===== src/rtl/hcte_pkg.sv =====
// Shared constants, types and helpers for the code table engine.
`timescale 1ns / 1ps

package hcte_pkg;

  // Table geometry
  localparam int MAX_CODE_BITS = 12;
  localparam int SYMBOL_BITS   = 12;
  localparam int LEN_W         = 4;
  localparam int ENTRY_W       = LEN_W + 12;
  localparam int RAM_ADDR_W    = 12;   // covers both tables (2^12 entries each)
  localparam int RAM_DEPTH     = 1 << RAM_ADDR_W;
  localparam int CB_W          = 4;
  localparam int SC_W          = 13;
  localparam int SPAN_W        = MAX_CODE_BITS + 1;

  // Register reset values
  localparam logic [CB_W-1:0] CODE_BITS_RESET    = 4'd8;
  localparam logic [SC_W-1:0] SYMBOL_COUNT_RESET = 13'd256;

  // Register indexes on the config port
  localparam logic REG_CODE_BITS    = 1'b0;
  localparam logic REG_SYMBOL_COUNT = 1'b1;

  // Item commands
  typedef enum logic [1:0] {
    CMD_INSERT = 2'd0,
    CMD_DECODE = 2'd1,
    CMD_ENCODE = 2'd2,
    CMD_UNUSED = 2'd3
  } cmd_t;

  // Effective configuration seen by the datapath
  typedef struct packed {
    logic [CB_W-1:0] cb_eff;
    logic [SC_W-1:0] symbol_count;
  } cfg_t;

  // One write port and one read port of a table RAM
  typedef struct packed {
    logic                  we;
    logic [RAM_ADDR_W-1:0] waddr;
    logic [ENTRY_W-1:0]    wdata;
    logic                  re;
    logic [RAM_ADDR_W-1:0] raddr;
  } ram_req_t;

  // Window width clamp: 0 acts as 1, above the maximum acts as the maximum
  function automatic logic [CB_W-1:0] eff_code_bits(input logic [CB_W-1:0] raw);
    logic [CB_W-1:0] res;
    if (raw == '0) begin
      res = CB_W'(1);
    end else if (raw > CB_W'(MAX_CODE_BITS)) begin
      res = CB_W'(MAX_CODE_BITS);
    end else begin
      res = raw;
    end
    return res;
  endfunction

endpackage


===== src/rtl/hcte_regs.sv =====
// Configuration registers behind the APB-style port.
`timescale 1ns / 1ps

module hcte_regs (
  input  logic                 clk,
  input  logic                 rst,
  input  logic                 psel,
  input  logic                 penable,
  input  logic                 pwrite,
  input  logic [2:0]           paddr,
  input  logic [31:0]          pwdata,
  output logic [31:0]          prdata,
  output logic                 pready,
  output hcte_pkg::cfg_t       cfg
);

  logic [hcte_pkg::CB_W-1:0] code_bits;
  logic [hcte_pkg::SC_W-1:0] symbol_count;
  logic                      wr_en;
  logic                      reg_sel;

  assign pready  = 1'b1;
  assign wr_en   = psel && penable && pwrite;
  assign reg_sel = paddr[2];

  // Register writes
  always_ff @(posedge clk) begin
    if (rst) begin
      code_bits    <= hcte_pkg::CODE_BITS_RESET;
      symbol_count <= hcte_pkg::SYMBOL_COUNT_RESET;
    end else if (wr_en) begin
      if (reg_sel == hcte_pkg::REG_CODE_BITS) begin
        code_bits <= pwdata[hcte_pkg::CB_W-1:0];
      end else begin
        symbol_count <= pwdata[hcte_pkg::SC_W-1:0];
      end
    end
  end

  // Readback
  always_comb begin
    if (reg_sel == hcte_pkg::REG_CODE_BITS) begin
      prdata = {{(32-hcte_pkg::CB_W){1'b0}}, code_bits};
    end else begin
      prdata = {{(32-hcte_pkg::SC_W){1'b0}}, symbol_count};
    end
  end

  assign cfg.cb_eff       = hcte_pkg::eff_code_bits(code_bits);
  assign cfg.symbol_count = symbol_count;

endmodule


===== config.mk =====
export PLATFORM = sky130hd
export DESIGN_NAME = hcte_regs
export DESIGN_NICKNAME = d
export VERILOG_FILES = /design/src/rtl/hcte_pkg.sv /design/src/rtl/hcte_regs.sv
export SDC_FILE = /design/constraint.sdc
export NUM_CORES = 1
export LEC_CHECK = 0
export ABC_AREA = 1
export BUFFER_PORTS_ARGS = -buffer_cell sky130_fd_sc_hd__buf_2
export CORE_MARGIN = 2
export CORE_UTILIZATION = 39
export CTS_BUF_LIST = sky130_fd_sc_hd__clkbuf_4 sky130_fd_sc_hd__clkbuf_8
export DETAILED_ROUTE_END_ITERATION = 12
export PLACE_DENSITY_LB_ADDON = 0.05
export SYNTH_ARGS = -nofsm -noshare
export SYNTH_HDL_FRONTEND = slang
export SYNTH_SLANG_ARGS = --single-unit

===== constraint.sdc =====
create_clock -name clk -period 1 [get_ports clk]
set_input_delay 0.15 -clock clk [delete_from_list [all_inputs] [get_ports clk]]
set_output_delay 0.15 -clock clk [all_outputs]
set_load 0.01 [all_outputs]

* Yosys cells after proc, flatten, opt, wreduce, memory -nomap -nowiden
Cells that the tools add are included.
Storage, ports and cells: register bits after elaboration 17, bits in latches 0, bits in writable memories 0, memory bits (read-only) 0, bits of input ports 40, output and inout port bits 50, logic and storage cells 12, memories 0
Operators by class: add/sub/neg operators 0, $mul 0, div/mod/pow operators 0, order comparisons 1, equality and inequality tests 0, shift-type cells 0, muxes and demuxes 3, bitwise logic cells 1, reduce and logical (&&, ||, !) cells 5
Operators with widths (count):
- $mux 13 | 1
- $mux 4 | 2
- $gt 4x4->1 const B | 1
- $logic_not 4->1 | 1
- $reduce_and 2->1 | 2
- $logic_and 1x1->1 | 2
- $not 1->1 | 1

* Logic depth before layout (Yosys ltp)
Gate-level depths: netlist of the first run.
word-level depth 3, mapped depth 6, gate-level depth less buffers 5

* Least setup slack after synthesis of the first run
No wires, ideal clock.
path kind flip-flop to output port, start register code_bits[3] in the netlist's numbering, end output port cfg[13] in the netlist's numbering, data arrival time 708 ps, required time 850 ps, setup slack 142 ps, cell stages (with the launch flop) 2, buffers on the path 0, cells stage by stage dfxtp_1 o31ai_1
RTL lines:
- from (decl) | line hcte_regs.sv:17 | logic [hcte_pkg::CB_W-1:0] code_bits;
- from (signal assigned) | line hcte_regs.sv:29 | code_bits <= hcte_pkg::CODE_BITS_RESET;
- from (signal assigned) | line hcte_regs.sv:33 | code_bits <= pwdata[hcte_pkg::CB_W-1:0];
- to (decl) | line hcte_regs.sv:14 | output hcte_pkg::cfg_t cfg

==> flow_summary.yaml, run 1 <==
run_status:
  outcome: "finished with violations"
  violations: "negative setup slack"
floorplan:
  dieHeight_um: 55.95
  core_area_mm2: 0.002522
  rows: 18
  ios: 90
  dieArea_mm2: 0.003130
  die_w_um: 55.95
  start_util_pct: 41.72
power_and_ir_drop:
  vdd_drop_max_mv: 0.5953
  power-per-cell-area_mw_per_mm2: 1070
  p_leak_nw: 0.8046
clocking:
  clock-root-buffer: "clkbuf_4"
  cts_buffer_depth: 2
  cts_tree: "yes"
  cts_sinks: 17
  clkTransAtPathRegs_ns: 0.10
  cts_buffers: 3
  clk_latency_ns: 0.28
  htreeDepth: 1
setup_path:
  crit_required_ns: 0.85
  cp_max_fo: 3
  worstPathArrival_ns: 1.05
  end_kind: "output port"
  criticalPathCategory: "reg -> out"
  start_kind: "flip-flop"
placement:
  place_ws_ns: 0.02118
  dp_hpwl_mm: 1.744
  gp_congestion: 0.7627
  port_buffers: 48
sta:
  holdWs_ns: 0.08387
  finalCriticalPeriod_ns: 1.200
  fin_crit_sh_pct: 120.0
  slew_violations: 0
  timing.fmax_mhz: 833.4
  finalHoldViolations: 0
  fin_skew_ns: 0
  setup_ws_ns: -0.1999
  finalSetupViolCount: 8
  rsz0062_at_grt: "yes"
  setup_tns_ns: -0.6936
route:
  drtIter0Drc: 15
  vias_per_cell: 4.111
  vias: 1003
  drtPass1Iterations: 3
  drc: 0
  ant_nets: 0
  drt_wl_total_mm: 2.293
  wl_per_cell_um: 9.398
finish:
  final_net_count: 255
  diodes: 0
  final_cell_mix: "buf_2, nand2_1, nor2_1"
  syn2layout_area_growth_pct: 24.38
  mostFrequentLayoutCell: "buf_2"
  drive_above_1_share_pct: 37.38
global_routing:
  grt_max_degree: 18
  grt_pass1_vias: 898
  overflow: 0
  grt_antenna_before_repair: 0
  grt_pass1_wl_mm: 3.815
  grt_usage_pct: 14.97
yosys:
  yosys_register_bits: 17
  synth_compound_area_share_pct: 2.616
  syn_area_per_cell_um2: 6.301
  yosys.area_share.adder_pct: 0
  yosysUniqueCellTypes: 18
  synthMuxAreaShare_pct: 0
  yosysWarnings: 0
  syn_inst: 167
  netlist_area_mm2: 0.001052
  synth-xor-area-share_pct: 0
  synth_top_family_by_area: "simple AND/OR/NAND/NOR gates"
  synth_seq_area_share_pct: 32.34
  synth_simple_gate_area_share_pct: 36.15
run:
  drv_cap: 0
min_path:
  worstHoldPathType: "in -> reg"
-- flip-flops by register name (all words and copies together) (netlist names) --
name	count
code_bits	4
symbol_count	13
-- worst paths after layout --
| check | start | endpoint | slack [ns] | depth (start not counted) |
|---|---|---|---|---|
| max | code_bits[1] | cfg[13] | -0.20 | 2 |
| min | pwdata[8] | symbol_count[8] | 0.08 | 3 |
| max reg2reg | code_bits[3] | code_bits[3] | 0.26 | 3 |
| min reg2reg | symbol_count[6] | symbol_count[6] | 0.50 | 2 |
-- kinds of logic (layout without fill, tap and decap cells) --
kind of cell,count (synthesis),after routing
AND/OR/NAND/NOR,90,90
buffers and inverters,53,82
flip-flops,17,17
AO/OA/AOI/OAI,5,5
other,2,20
-- final cells by class --
type / instances / area, um2
inverters: 25 / 93.84
multi-input cells: 115 / 494.2
repair buffers: 53 / 290.3
clock buffers: 4 / 30.03
well taps: 30 / 37.54
flip-flops and latches: 17 / 362.8
fillers: 284 / 1214
-- cells in the mapped netlist, drive strengths merged --
cell type / n / area (um2)
o21ai: 3 / 15.01
conb: 2 / 7.510
clkinv: 1 / 3.750
dfxtp: 17 / 340.3
a21oi: 1 / 5.000
buf: 26 / 195.2
nor2: 33 / 138.9
o31ai: 1 / 7.510
clkbuf: 2 / 7.510
nand2: 39 / 146.4
inv: 24 / 90.08
nand3: 18 / 95.09
-- stage by stage --
stage | utilization [%] | power (mW) | instances | cell area (um2)
final | 51.88 | 1.400 | 244 | 1309
after global placement | 48.56 | 1.009 | 239 | 1225
after floorplan | - | 0.9699 | 185 | 1120
after detailed placement | 48.56 | 1.013 | 239 | 1225
after global routing | 51.88 | 1.491 | 244 | 1309
after CTS | 51.39 | 1.422 | 244 | 1296
-- worst max-delay path, cell delays in order (launching register included) --
cell and delay, ns:
dfxtp_2 0.35, o31ai_2 0.25, buf_2 0.17
-- routing by layer --
metal,up-vias,wire [um],global-route usage (%)
li1,548,-,-
met1,415,1018,16.79
met2,38,1079,27.04
met3,2,179,4.186
met4,0,14,5.102
met5,-,0,0
-- timing repair --
action	4_1_cts	5_1_grt
setup endpoints to repair	17	16
hold buffers	0	0
pin swaps	1	1
endpoints found under the hold margin	0	0
buffers inserted	1	0
resized for setup	18	5
-- where the power goes --
part	internal [mW]	leakage (nW)	total, mW	switching [mW]
logic	0.108	0.643	0.285	0.177
clock network	0.182	0.0184	0.395	0.213
registers	0.700	0.144	0.720	0.0194
total	0.991	0.805	1.40	0.409
Note: power is estimated with default switching activity, not from simulation.
==> run 2, diff against run 1 <==
--- a/config.mk
+++ b/config.mk
@@ -8,7 +8,7 @@
 export ABC_AREA = 1
 export BUFFER_PORTS_ARGS = -buffer_cell sky130_fd_sc_hd__buf_2
 export CORE_MARGIN = 2
-export CORE_UTILIZATION = 39
+export CORE_UTILIZATION = 42
 export CTS_BUF_LIST = sky130_fd_sc_hd__clkbuf_4 sky130_fd_sc_hd__clkbuf_8
 export DETAILED_ROUTE_END_ITERATION = 12
 export PLACE_DENSITY_LB_ADDON = 0.05
==> constraint.sdc (replaced) <==
create_clock -name clk -period 1.5 [get_ports clk]
set_input_delay 0.225 -clock clk [delete_from_list [all_inputs] [get_ports clk]]
set_output_delay 0.225 -clock clk [all_outputs]
set_load 0.01 [all_outputs]
==> run 2 against run 1 <==
  * Routed wire length down 3.7%
  * Worst hold slack better by 0.071 ns
  * Non-clock buffer count decreased by 3
  * Clock-buffer cell count did not move
  * The run now ends clean
  * Register-to-register slack better by 0.58 ns
  * Via count grew 2.8%
  * Global-route usage grew 1.3 points
  * Combinational power is 37% lower
  * First-iteration DRC count decreased by 13%
  * Largest power group unchanged
==> flow_summary.yaml, run 2 (synthesis results as in run 1) <==
finish:
  regMostFlops: "symbol_count"
  top_regs: "symbol_count (13), code_bits (4)"
  fillCellCount: 280
  diodes: 0
  mostFrequentLayoutCell: "buf_2"
  multi_input_area_um2: 483.0
  seqCellArea_um2: 340.3
  postLayoutCoreUtil_pct: 50.98
  drive_above_1_share_pct: 27.49
  syn2layout_area_growth_pct: 17.84
  final_net_count: 252
  final_cell_mix: "buf_2, nand2_1, nor2_1"
  largest_reg_flops: 13
floorplan:
  dieArea_mm2: 0.002922
  die_w_um: 54.06
  dieHeight_um: 54.06
  start_util_pct: 43.26
  rows: 18
  core_area_mm2: 0.002432
  ios: 90
power_and_ir_drop:
  vdd_drop_max_mv: 0.4100
  power-per-cell-area_mw_per_mm2: 743.5
  p_total_uw: 921.9
  p_leak_nw: 0.7786
setup_path:
  cp_max_fo: 6
  start_kind: "flip-flop"
  criticalPathCategory: "reg -> out"
  worstPathArrival_ns: 1.06
  crit_required_ns: 1.27
  end_kind: "output port"
route:
  vias_per_cell: 4.278
  drtPass1Iterations: 4
  ant_nets: 0
  drt_wl_total_mm: 2.208
  drtIter0Drc: 13
  wl_per_cell_um: 9.162
  vias: 1031
  drc: 0
sta:
  finalHoldViolations: 0
  finalCriticalPeriod_ns: 1.287
  holdWs_ns: 0.1546
  setup_tns_ns: 0
  fin_skew_ns: 0
  rsz0062_at_grt: "no"
  finalSetupViolCount: 0
  timing.fmax_mhz: 777.1
  fin_crit_sh_pct: 85.79
  slew_violations: 0
clocking:
  clk_latency_ns: 0.28
  cts_resized: 0
  cts_tree: "yes"
  htreeDepth: 1
  cts_hold_buf: 0
  cts_buffers: 3
  cts_buffer_depth: 2
  clock-root-buffer: "clkbuf_4"
  post-cts-setup-buffers: 0
  clkTransAtPathRegs_ns: 0.10
  cts_sinks: 17
global_routing:
  grt_usage_pct: 16.26
  grt_antenna_before_repair: 0
  grt_max_degree: 18
  grt_pass1_wl_mm: 3.470
  grt_pass1_vias: 844
  overflow: 0
run_status:
  outcome: "finished, final reports clean"
placement:
  port_buffers: 48
  gp_congestion: 0.7441
  dp_hpwl_mm: 1.702
min_path:
  worstHoldPathType: "in -> reg"
run:
  drv_cap: 0
[run 2: changes by cell type in the layout (fill, tap and decap cells not counted), sizes merged]
cell,before,now
buf,53,50
[run 2: critical path: stages, from the launching register on]
cell     delay, ns
dfxtp_1       0.37
o31ai_1       0.24
buf_2         0.17
[run 2: through the flow]
stage	setup WS [ns]	cells	cell area, um2
after floorplan	0.5286	185	1120
after global placement	0.4171	237	1210
after detailed placement	0.4114	237	1210
after CTS	0.2070	241	1240
after global routing	0.1087	241	1240
final	0.2131	241	1240
[run 2: layout make-up]
cell class / count / area share [%]
Clock buffer: 4 / 2.422
Inverter: 25 / 7.568
Multi-Input combinational cell: 115 / 38.95
Sequential cell: 17 / 27.45
Tap cell: 30 / 3.027
Timing Repair Buffer: 50 / 20.59
[run 2: power breakdown]
group | switching [mW] | total (mW) | internal, mW
registers | 0.0127 | 0.480 | 0.467
logic | 0.114 | 0.179 | 0.0648
clock network | 0.142 | 0.263 | 0.121
total | 0.269 | 0.922 | 0.653
[run 2: final timing paths]
kind,start,end,slack [ns],cells after the start
max,code_bits[3],cfg[13],0.21,2
min,pwdata[8],symbol_count[8],0.15,3
max reg2reg,code_bits[3],code_bits[3],0.84,2
min reg2reg,symbol_count[12],symbol_count[12],0.50,2
[run 2: per-layer routing]
metal	track usage [%]	up-vias	wire length (um)
met1	18.18	449	944
met2	29.67	39	1081
li1	-	539	-
met3	2.500	4	143
met4	7.917	0	37
met5	0	-	0
