`src/rtl/hcte_pkg.sv`:
```
// Shared constants, types and helpers for the code table engine.
`timescale 1ns / 1ps

package hcte_pkg;

  // Table geometry
  localparam int MAX_CODE_BITS = 12;
  localparam int SYMBOL_BITS   = 12;
  localparam int LEN_W         = 4;
  localparam int ENTRY_W       = LEN_W + 12;
  localparam int RAM_ADDR_W    = 12;   // covers both tables (2^12 entries each)
  localparam int RAM_DEPTH     = 1 << RAM_ADDR_W;
  localparam int CB_W          = 4;
  localparam int SC_W          = 13;
  localparam int SPAN_W        = MAX_CODE_BITS + 1;

  // Register reset values
  localparam logic [CB_W-1:0] CODE_BITS_RESET    = 4'd8;
  localparam logic [SC_W-1:0] SYMBOL_COUNT_RESET = 13'd256;

  // Register indexes on the config port
  localparam logic REG_CODE_BITS    = 1'b0;
  localparam logic REG_SYMBOL_COUNT = 1'b1;

  // Item commands
  typedef enum logic [1:0] {
    CMD_INSERT = 2'd0,
    CMD_DECODE = 2'd1,
    CMD_ENCODE = 2'd2,
    CMD_UNUSED = 2'd3
  } cmd_t;

  // Effective configuration seen by the datapath
  typedef struct packed {
    logic [CB_W-1:0] cb_eff;
    logic [SC_W-1:0] symbol_count;
  } cfg_t;

  // One write port and one read port of a table RAM
  typedef struct packed {
    logic                  we;
    logic [RAM_ADDR_W-1:0] waddr;
    logic [ENTRY_W-1:0]    wdata;
    logic                  re;
    logic [RAM_ADDR_W-1:0] raddr;
  } ram_req_t;

  // Window width clamp: 0 acts as 1, above the maximum acts as the maximum
  function automatic logic [CB_W-1:0] eff_code_bits(input logic [CB_W-1:0] raw);
    logic [CB_W-1:0] res;
    if (raw == '0) begin
      res = CB_W'(1);
    end else if (raw > CB_W'(MAX_CODE_BITS)) begin
      res = CB_W'(MAX_CODE_BITS);
    end else begin
      res = raw;
    end
    return res;
  endfunction

endpackage

```
`src/rtl/hcte_ctrl.sv`:
```
// Sequencer: range checks, clear sweep, decode fill, lookups and result register.
`timescale 1ns / 1ps

module hcte_ctrl (
  input  logic                            clk,
  input  logic                            rst,
  input  hcte_pkg::cfg_t                  cfg,
  input  logic                            in_valid,
  output logic                            in_stall,
  input  logic [1:0]                      cmd,
  input  logic [11:0]                     symbol,
  input  logic [3:0]                      code_length,
  input  logic [11:0]                     code_value,
  input  logic [11:0]                     window,
  output hcte_pkg::ram_req_t              enc_req,
  input  logic [hcte_pkg::ENTRY_W-1:0]    enc_rdata,
  output hcte_pkg::ram_req_t              dec_req,
  input  logic [hcte_pkg::ENTRY_W-1:0]    dec_rdata,
  output logic                            out_valid,
  input  logic                            out_stall,
  output logic [3:0]                      length_out,
  output logic [11:0]                     value_out,
  output logic                            error
);

  typedef enum logic [3:0] {
    ST_CLEAR = 4'b0001,
    ST_IDLE  = 4'b0010,
    ST_FILL  = 4'b0100,
    ST_RESP  = 4'b1000
  } state_t;

  localparam int SW = hcte_pkg::SPAN_W;

  state_t                              state, state_next;
  logic [hcte_pkg::RAM_ADDR_W-1:0]     clr_addr;
  logic [SW-1:0]                       fill_j;
  logic [SW-1:0]                       fill_step;
  logic [SW-1:0]                       fill_span;
  logic [11:0]                         fill_code;
  logic [hcte_pkg::ENTRY_W-1:0]        fill_entry;
  hcte_pkg::cmd_t                      item_cmd;
  logic                                item_err;

  hcte_pkg::cmd_t                      cmd_in;
  logic                                accept;
  logic                                sym_bad, len_bad, win_bad, in_err;
  logic [SW-1:0]                       span;
  logic [SW-1:0]                       step_in;
  logic [11:0]                         code_in;
  logic [SW-1:0]                       step_sum;
  logic                                out_load;
  logic                                clr_done;
  logic [hcte_pkg::ENTRY_W-1:0]        rd_sel;

  assign cmd_in   = hcte_pkg::cmd_t'(cmd);
  assign in_stall = (state != ST_IDLE);
  assign accept   = in_valid && !in_stall;

  // Operand range checks
  assign span    = SW'(1) << cfg.cb_eff;
  assign step_in = SW'(1) << code_length;
  assign code_in = code_value & 12'(step_in - SW'(1));
  assign sym_bad = {1'b0, symbol} >= cfg.symbol_count;
  assign len_bad = code_length > cfg.cb_eff;
  assign win_bad = {1'b0, window} >= span;

  always_comb begin
    case (cmd_in)
      hcte_pkg::CMD_INSERT: in_err = sym_bad || len_bad;
      hcte_pkg::CMD_DECODE: in_err = win_bad;
      hcte_pkg::CMD_ENCODE: in_err = sym_bad;
      default:              in_err = 1'b1;
    endcase
  end

  // Encode table: written at insert accept, read at encode accept
  always_comb begin
    enc_req.we    = accept && (cmd_in == hcte_pkg::CMD_INSERT) && !in_err;
    enc_req.waddr = symbol;
    enc_req.wdata = {code_in, code_length};
    enc_req.re    = accept && (cmd_in == hcte_pkg::CMD_ENCODE);
    enc_req.raddr = symbol;
  end

  // Decode table: clear sweep or fill writes, read at decode accept.
  // The sequencer never reads while writing, so no forwarding is needed.
  always_comb begin
    dec_req.we    = (state == ST_CLEAR) || (state == ST_FILL);
    dec_req.waddr = (state == ST_CLEAR) ? clr_addr : (fill_code | fill_j[11:0]);
    dec_req.wdata = (state == ST_CLEAR) ? '0 : fill_entry;
    dec_req.re    = accept && (cmd_in == hcte_pkg::CMD_DECODE);
    dec_req.raddr = window;
  end

  assign step_sum = fill_j + fill_step;
  assign clr_done = (clr_addr == '1);
  assign out_load = (state == ST_RESP) && (!out_valid || !out_stall);

  // Next state
  always_comb begin
    state_next = state;
    case (state)
      ST_CLEAR: begin
        if (clr_done) state_next = ST_IDLE;
      end
      ST_IDLE: begin
        if (accept) begin
          if (cmd_in == hcte_pkg::CMD_INSERT && !in_err) state_next = ST_FILL;
          else                                           state_next = ST_RESP;
        end
      end
      ST_FILL: begin
        if (step_sum >= fill_span) state_next = ST_RESP;
      end
      ST_RESP: begin
        if (out_load) state_next = ST_IDLE;
      end
      default: state_next = ST_CLEAR;
    endcase
  end

  always_ff @(posedge clk) begin
    if (rst) begin
      state    <= ST_CLEAR;
      clr_addr <= '0;
    end else begin
      state <= state_next;
      if (state == ST_CLEAR) clr_addr <= clr_addr + 1'b1;
    end
  end

  // Item capture and fill stepping
  always_ff @(posedge clk) begin
    if (accept) begin
      item_cmd   <= cmd_in;
      item_err   <= in_err;
      fill_j     <= '0;
      fill_step  <= step_in;
      fill_span  <= span;
      fill_code  <= code_in;
      fill_entry <= {symbol, code_length};
    end else if (state == ST_FILL) begin
      fill_j <= step_sum;
    end
  end

  // Result select
  always_comb begin
    case (item_cmd)
      hcte_pkg::CMD_DECODE: rd_sel = dec_rdata;
      hcte_pkg::CMD_ENCODE: rd_sel = enc_rdata;
      default:              rd_sel = '0;
    endcase
    if (item_err) rd_sel = '0;
  end

  // Output register
  always_ff @(posedge clk) begin
    if (rst) begin
      out_valid <= 1'b0;
    end else if (out_load) begin
      out_valid <= 1'b1;
    end else if (!out_stall) begin
      out_valid <= 1'b0;
    end
  end

  always_ff @(posedge clk) begin
    if (out_load) begin
      length_out <= rd_sel[3:0];
      value_out  <= rd_sel[hcte_pkg::ENTRY_W-1:4];
      error      <= item_err;
    end
  end

endmodule

```
`config.mk`:
```
export PLATFORM = sky130hd
export DESIGN_NAME = hcte_ctrl
export DESIGN_NICKNAME = d
export VERILOG_FILES = /design/src/rtl/hcte_pkg.sv /design/src/rtl/hcte_ctrl.sv
export SDC_FILE = /design/constraint.sdc
export NUM_CORES = 1
export LEC_CHECK = 0
export BUFFER_PORTS_ARGS = -buffer_cell sky130_fd_sc_hd__buf_4
export CAP_MARGIN = 20
export CORE_ASPECT_RATIO = 1.5
export CORE_UTILIZATION = 35
export CTS_CLUSTER_DIAMETER = 50
export DETAILED_ROUTE_END_ITERATION = 6
export GPL_TIMING_DRIVEN = 0
export PLACE_DENSITY = 0.56
export SYNTH_ARGS = -nofsm -noshare
export SYNTH_HDL_FRONTEND = slang
export SYNTH_SLANG_ARGS = --single-unit
```
`constraint.sdc`:
```
create_clock -name clk -period 3.6 [get_ports clk]
set_input_delay 0.54 -clock clk [delete_from_list [all_inputs] [get_ports clk]]
set_output_delay 0.54 -clock clk [all_outputs]
set_load 0.01 [all_outputs]
```
; ---- After elaboration in Yosys (flattened, before gate mapping)
; Index checks and enable logic that the tools add are counted.
[totals]
reg_bits = 104
inputBits = 95
[op_classes]
addsub = 3
order_cmp = 4
eq_ne = 15
shifts = 2
n_mux = 12
n_bitwise = 2
n_reduce_logical = 16
[op_table]
columns = op, count
row1 = case mux 16 bit (2 select lines), 1
row2 = >= comparator 12 x 13 -> 1 bit, 2
row3 = left shift 1 x 4 -> 13 bit (first input constant), 2
row4 = two-way mux 4 bit, 5
row5 = two-way mux 16 bit, 1
row6 = case mux 4 bit (4 select lines), 1
row7 = adder 13 bit, 1
row8 = >= comparator 13 bit, 1
row9 = adder 12 x 1 -> 12 bit (second input constant), 1
row10 = AND 12 bit, 1
row11 = == test 12 bit (second input constant), 1
row12 = two-way mux 12 bit, 1
row13 = bitwise OR 12 bit, 1
row14 = subtractor 12 x 1 -> 12 bit (second input constant), 1
row15 = logical AND 1 bit, 7
row16 = != test 2 bit (second input constant), 3
row17 = == test 2 x 1 -> 1 bit (second input constant), 2
row18 = == test 2 bit (second input constant), 2
row19 = == test 4 x 1 -> 1 bit (second input constant), 1
row20 = == test 4 x 2 -> 1 bit (second input constant), 1
row21 = == test 4 x 3 -> 1 bit (second input constant), 1
row22 = == test 4 bit (second input constant), 1
row23 = > comparator 4 bit, 1
row24 = zero test 1 bit, 4
row25 = other kinds (7), 11

; ---- Longest topological paths before layout
[depth]
ltp_word = 8
depth_mapped = 16
depth_no_buf = 16

; ---- Worst setup path before layout
; Ideal clock, no wire load.
[synth_path]
path_type = reg2reg
from = reg fill_j[0]
to = reg state[1]
setup_ps = 127
arrival_ps = 3090
required_time_ps = 3473
path_slack_ps = 383
path_stages_with_launch = 15
period_less_slack_ps = 3217
cell_sequence = dfxtp_1 > ha_1 > inv_1 > fa_1 > nand2b_1 > a21oi_1 > o2111a_1 > o31a_1 > nor2_1 > xor2_1 > ha_1 > nand3_1 > o41ai_1 > and4b_1 > nor3_2
[synth_between]
elab_chain_len = 4
[synth_rtl]
columns = item, line_no
row1 = "start, declared", hcte_ctrl.sv:37  ; logic [SW-1:0] fill_j;
row2 = "start signal, assigned", hcte_ctrl.sv:144  ; fill_j <= step_sum;
row3 = adder 13 bit, hcte_ctrl.sv:96  ; assign step_sum = fill_j + fill_step;
row4 = named net step_sum[12], hcte_ctrl.sv:51  ; logic [SW-1:0] step_sum;
row5 = >= comparator 13 bit, hcte_ctrl.sv:114  ; if (step_sum >= fill_span) state_next = ST_RESP;
row6 = != test 2 x 1 -> 1 bit (no line), --
row7 = AND reduction 4 bit (no line), --
row8 = "end signal, assigned", hcte_ctrl.sv:128  ; state <= state_next;
row9 = "end, declared", hcte_ctrl.sv:35  ; state_t state, state_next;
; The timed path passes the listed nets, and every way through them passes these cells.
; A chain may end at the register's enable or synchronous reset.

; ---- Worst setup path in the final report
[layout_path]
from = reg fill_j[0]
to = reg state[3]
; Same word-level chain as after synthesis.

==> run_results.csv <==
group,metric,value,unit
sta,final_hold_viol_count,0,
sta,clock.fmax,295.4,MHz
detailed_routing,vias,5364,
setup_path,crit_chain,"ha_1, inv_1, fa_1, nand2b_1, a21oi_2, o2111a_1, o31a_1, nor2_1, xor2_1, ha_1, nand3_1, nor2_1, a21oi_2, o41ai_4, a221oi_1, nor2_1",
cts,cts_max_level,3,
final_layout,instances_no_fill,1104,
min_path,hp-class,"input pin to flip-flop",
sta,rsz0062_at_grt,"no",
synthesis,synth_top_family_by_area,"simple AND/OR/NAND/NOR gates",
synthesis,ys_seq_area_frac,0.4453,
global_route,antenna_found_initial,0,
cts,insertion_delay,0.35,ns
setup_path,criticalPathCategory,"flip-flop to flip-flop",
detailed_routing,wl_per_cell,14.85,µm
synthesis,synth_cells,678,
synthesis,synth_fp_nets,831,
setup_path,cp_num_buf_inv,1,
synthesis,synth.most_common_cell,"nand2_1",
detailed_routing,drtPass1Iterations,7,
final_layout,drive_gt1_frac,0.3019,
placed_design,io_buffers,196,
floorplanning,core,17570,µm²
floorplanning,fp.dieW,111.9,µm
floorplanning,die-area,18660,µm²
global_route,grt_max_degree,67,
synthesis,synthTopCellsByCount,"nand2_1, edfxtp_1, nor2_1",
floorplanning,start_util,0.3608,
cts,cts.clk_slew.worst_paths,0.08,ns
synthesis,synth_top_flop_cell,"edfxtp_1",
final_layout,final_cell_area,8426,µm²
setup_path,startpoint,"fill_j[0]$_SDFFE_PP0P_",
synthesis,synth.avg_cell_area,9.349,µm²
synthesis,synthAdderAreaFrac,0.1157,
cts,cts_buffers,9,
setup_path,worst-path-max-fanout,4,
cts,root_buffer,"clkbuf_16",
detailed_routing,drc,12,
setup_path,cp_slowest_cell,"fa_1",
flow_run,maxCapViolations,0,
synthesis,ys_seq_elements,104,
global_route,grt_pass1_vias,5226,
setup_path,slowest_delay,0.39,ns
detailed_routing,drt_iter0_drc,184,
sta,setup-violations-final,0,
sta,fin_crit,3.386,ns
placed_design,place_hpwl,12.99,mm
run_status,status,"complete, but fails checks",
synthesis,synth-simple-area-share,0.1875,
synthesis,synth_compound_area_frac,0.1246,
setup_path,cpMostUsedCell,"nor2_1",
detailed_routing,avgViaCountPerCell,4.859,
detailed_routing,wl,16.39,mm
power_and_ir_drop,irDropWorstVdd,212.7,µV
global_route,track_usage,0.1754,
setup_path,startpoint_type,"flip-flop",
synthesis,synthMuxAreaShare,0.001579,
sta,worstMarginPinSlew,0.9321,ns
sta,finalClockSkew,0.007875,ns
synthesis,synth_xor_area_frac,0.03040,
sta,timing.hold.ws,0.3883,ns
synthesis,synthTopCellsByArea,"edfxtp_1, ha_1, dfxtp_1",
final_layout,nets,1039,
global_route,grt_pass1_wl,25.81,mm
power_and_ir_drop,p_leak,3.885,nW
power_and_ir_drop,powerDensity,307.6,nW/µm²
sta,period_share,0.9405,
cts,cts_buffer_depth,2,
setup_path,r2r_start,"fill_j[0]$_SDFFE_PP0P_",
setup_path,cpLargestDelayFamily,"compound AO/OA/AOI/OAI gates",
cts,cts_sinks,104,
setup_path,crit_path_end_kind,"flip-flop",
setup_path,required,3.82,ns
sta,relSlewSlack,0.3786,
placed_design,gp_congestion,0.8039,
floorplanning,io_pins,198,
final_layout,num_antenna_cells,0,
synthesis,yosys_warnings,0,
synthesis,synth_top_area_frac,0.3506,
setup_path,critPathArrivalTime,3.60,ns
final_layout,area_growth,32.93,%
min_path,worstHoldStart,"symbol[0]",
synthesis,synthArstFlopShare,0,
floorplanning,die_h,166.8,µm
placed_design,place_area,8084,µm²
sta,setup_tns,0,ns
synthesis,syn_area,6339,µm²
final_layout,final_util,0.4796,
placed_design,dp_cells,1087,
cts,cts_tree,"done",
synthesis,synth-edff-count,74,
synthesis,yosys.area.top_type,"edfxtp_1",
detailed_routing,antenna_left,0,
sta,drv_slew,0,
floorplanning,core.rowCount,59,
run_status,failed_checks,"DRC",
global_route,grt_overflow,0,
synthesis,synth_cell_types,57,
-- worst reg2reg max path, cell delays in order, from the launching register on --
cell	delay [ns]
dfxtp_1	0.36
ha_1	0.21
inv_1	0.06
fa_1	0.39
nand2b_1	0.19
a21oi_2	0.18
o2111a_1	0.27
o31a_1	0.20
nor2_1	0.07
xor2_1	0.16
ha_1	0.29
nand3_1	0.16
nor2_1	0.08
a21oi_2	0.18
o41ai_4	0.13
a221oi_1	0.26
nor2_1	0.06
-- stage by stage --
step	setup WS, ns	total power [mW]
6_report	0.2142	2.592
5_1_grt	0.0003881	2.696
4_1_cts	0.01308	2.618
3_5_place_dp	-0.2957	1.654
3_3_place_gp	-0.7190	1.650
2_1_floorplan	0.3834	1.469
-- area by class of cell --
class,instances,area [µm²]
repair buffers,197,1479
clock buffers,10,239.0
fillers,1747,9144
multi-input cells,456,2959
flip-flops and latches,104,2823
inverters,54,202.7
clock inverters,6,53.80
well taps,213,266.5
plain buffers,64,402.9
-- where the power goes --
group	internal (mW)	switching [mW]	leakage [nW]
clock network	0.498	0.470	0.142
registers	1.28	0.00422	0.931
logic	0.189	0.154	2.81
total	1.96	0.628	3.89
-- final timing paths --
| path | endpoint | slack, ns | cells past startpoint |
|---|---|---|---|
| worst max-delay path | state[3]$_SDFFE_PP0P_ | 0.21 | 16 |
| worst min-delay path | fill_entry[4]$_DFFE_PP_ | 0.39 | 1 |
| worst max register to register | state[3]$_SDFFE_PP0P_ | 0.21 | 16 |
| worst min register to register | error$_DFFE_PP_ | 0.45 | 0 |
-- cells by family after synthesis --
logic type                 after synthesis
adders and majority gates               58
muxes                                    1
and+or+nand+nor                        249
AOI/OAI and AO/OA                      126
xor gates and xnor gates                22
buffers and inverters                  118
DFF                                    104
-- flip-flops by register name, summed over array words and instances (netlist names), 2 cells and up --
name and count:
clr_addr 12, fill_code 12, fill_span 13, length_out 4
fill_entry 16, item_cmd 2, fill_step 13, value_out 12
state 4, fill_j 13
-- placed cells by master (no fill, tap or decap), types with 3 or more instances in the layout --
cell         n
o21a_1       4
nand2_1     76
inv_1       54
o211ai_1     3
nand2b_1     7
nor2_1      70
a31oi_1      4
xnor2_1      9
clkbuf_1    19
nand3_1      9
ha_1        57
o2bb2ai_1    3
nand4_1      7
edfxtp_1    74
clkbuf_16    9
and3_1       9
nor4_1       3
a21oi_1     34
dfxtp_1     30
xor2_1      13
buf_4      237
or2_2        3
o21ai_0     31
a22oi_1     16
nor2b_1      8
a21o_1       9
and2_1      22
nor3_1      20
a21oi_2      3
a211oi_1     4
-- timing repair --
item,in CTS,in global routing
pin swaps,0,2
setup buffers,0,1
hold buffers,0,0
resized for setup,3,4
gates cloned,0,0
endpoints found under the setup margin,3,4
-- layer usage --
metal / vias to the layer above / part of all wire / track usage
li1: 2747 / - / -
met1: 2460 / 0.39 / 0.1921
met2: 148 / 0.54 / 0.3386
met3: 9 / 0.058 / 0.03748
met4: 0 / 0.0090 / 0.03937
met5: - / 0 / 0
No activity file was read; power rests on OpenSTA's default activity.
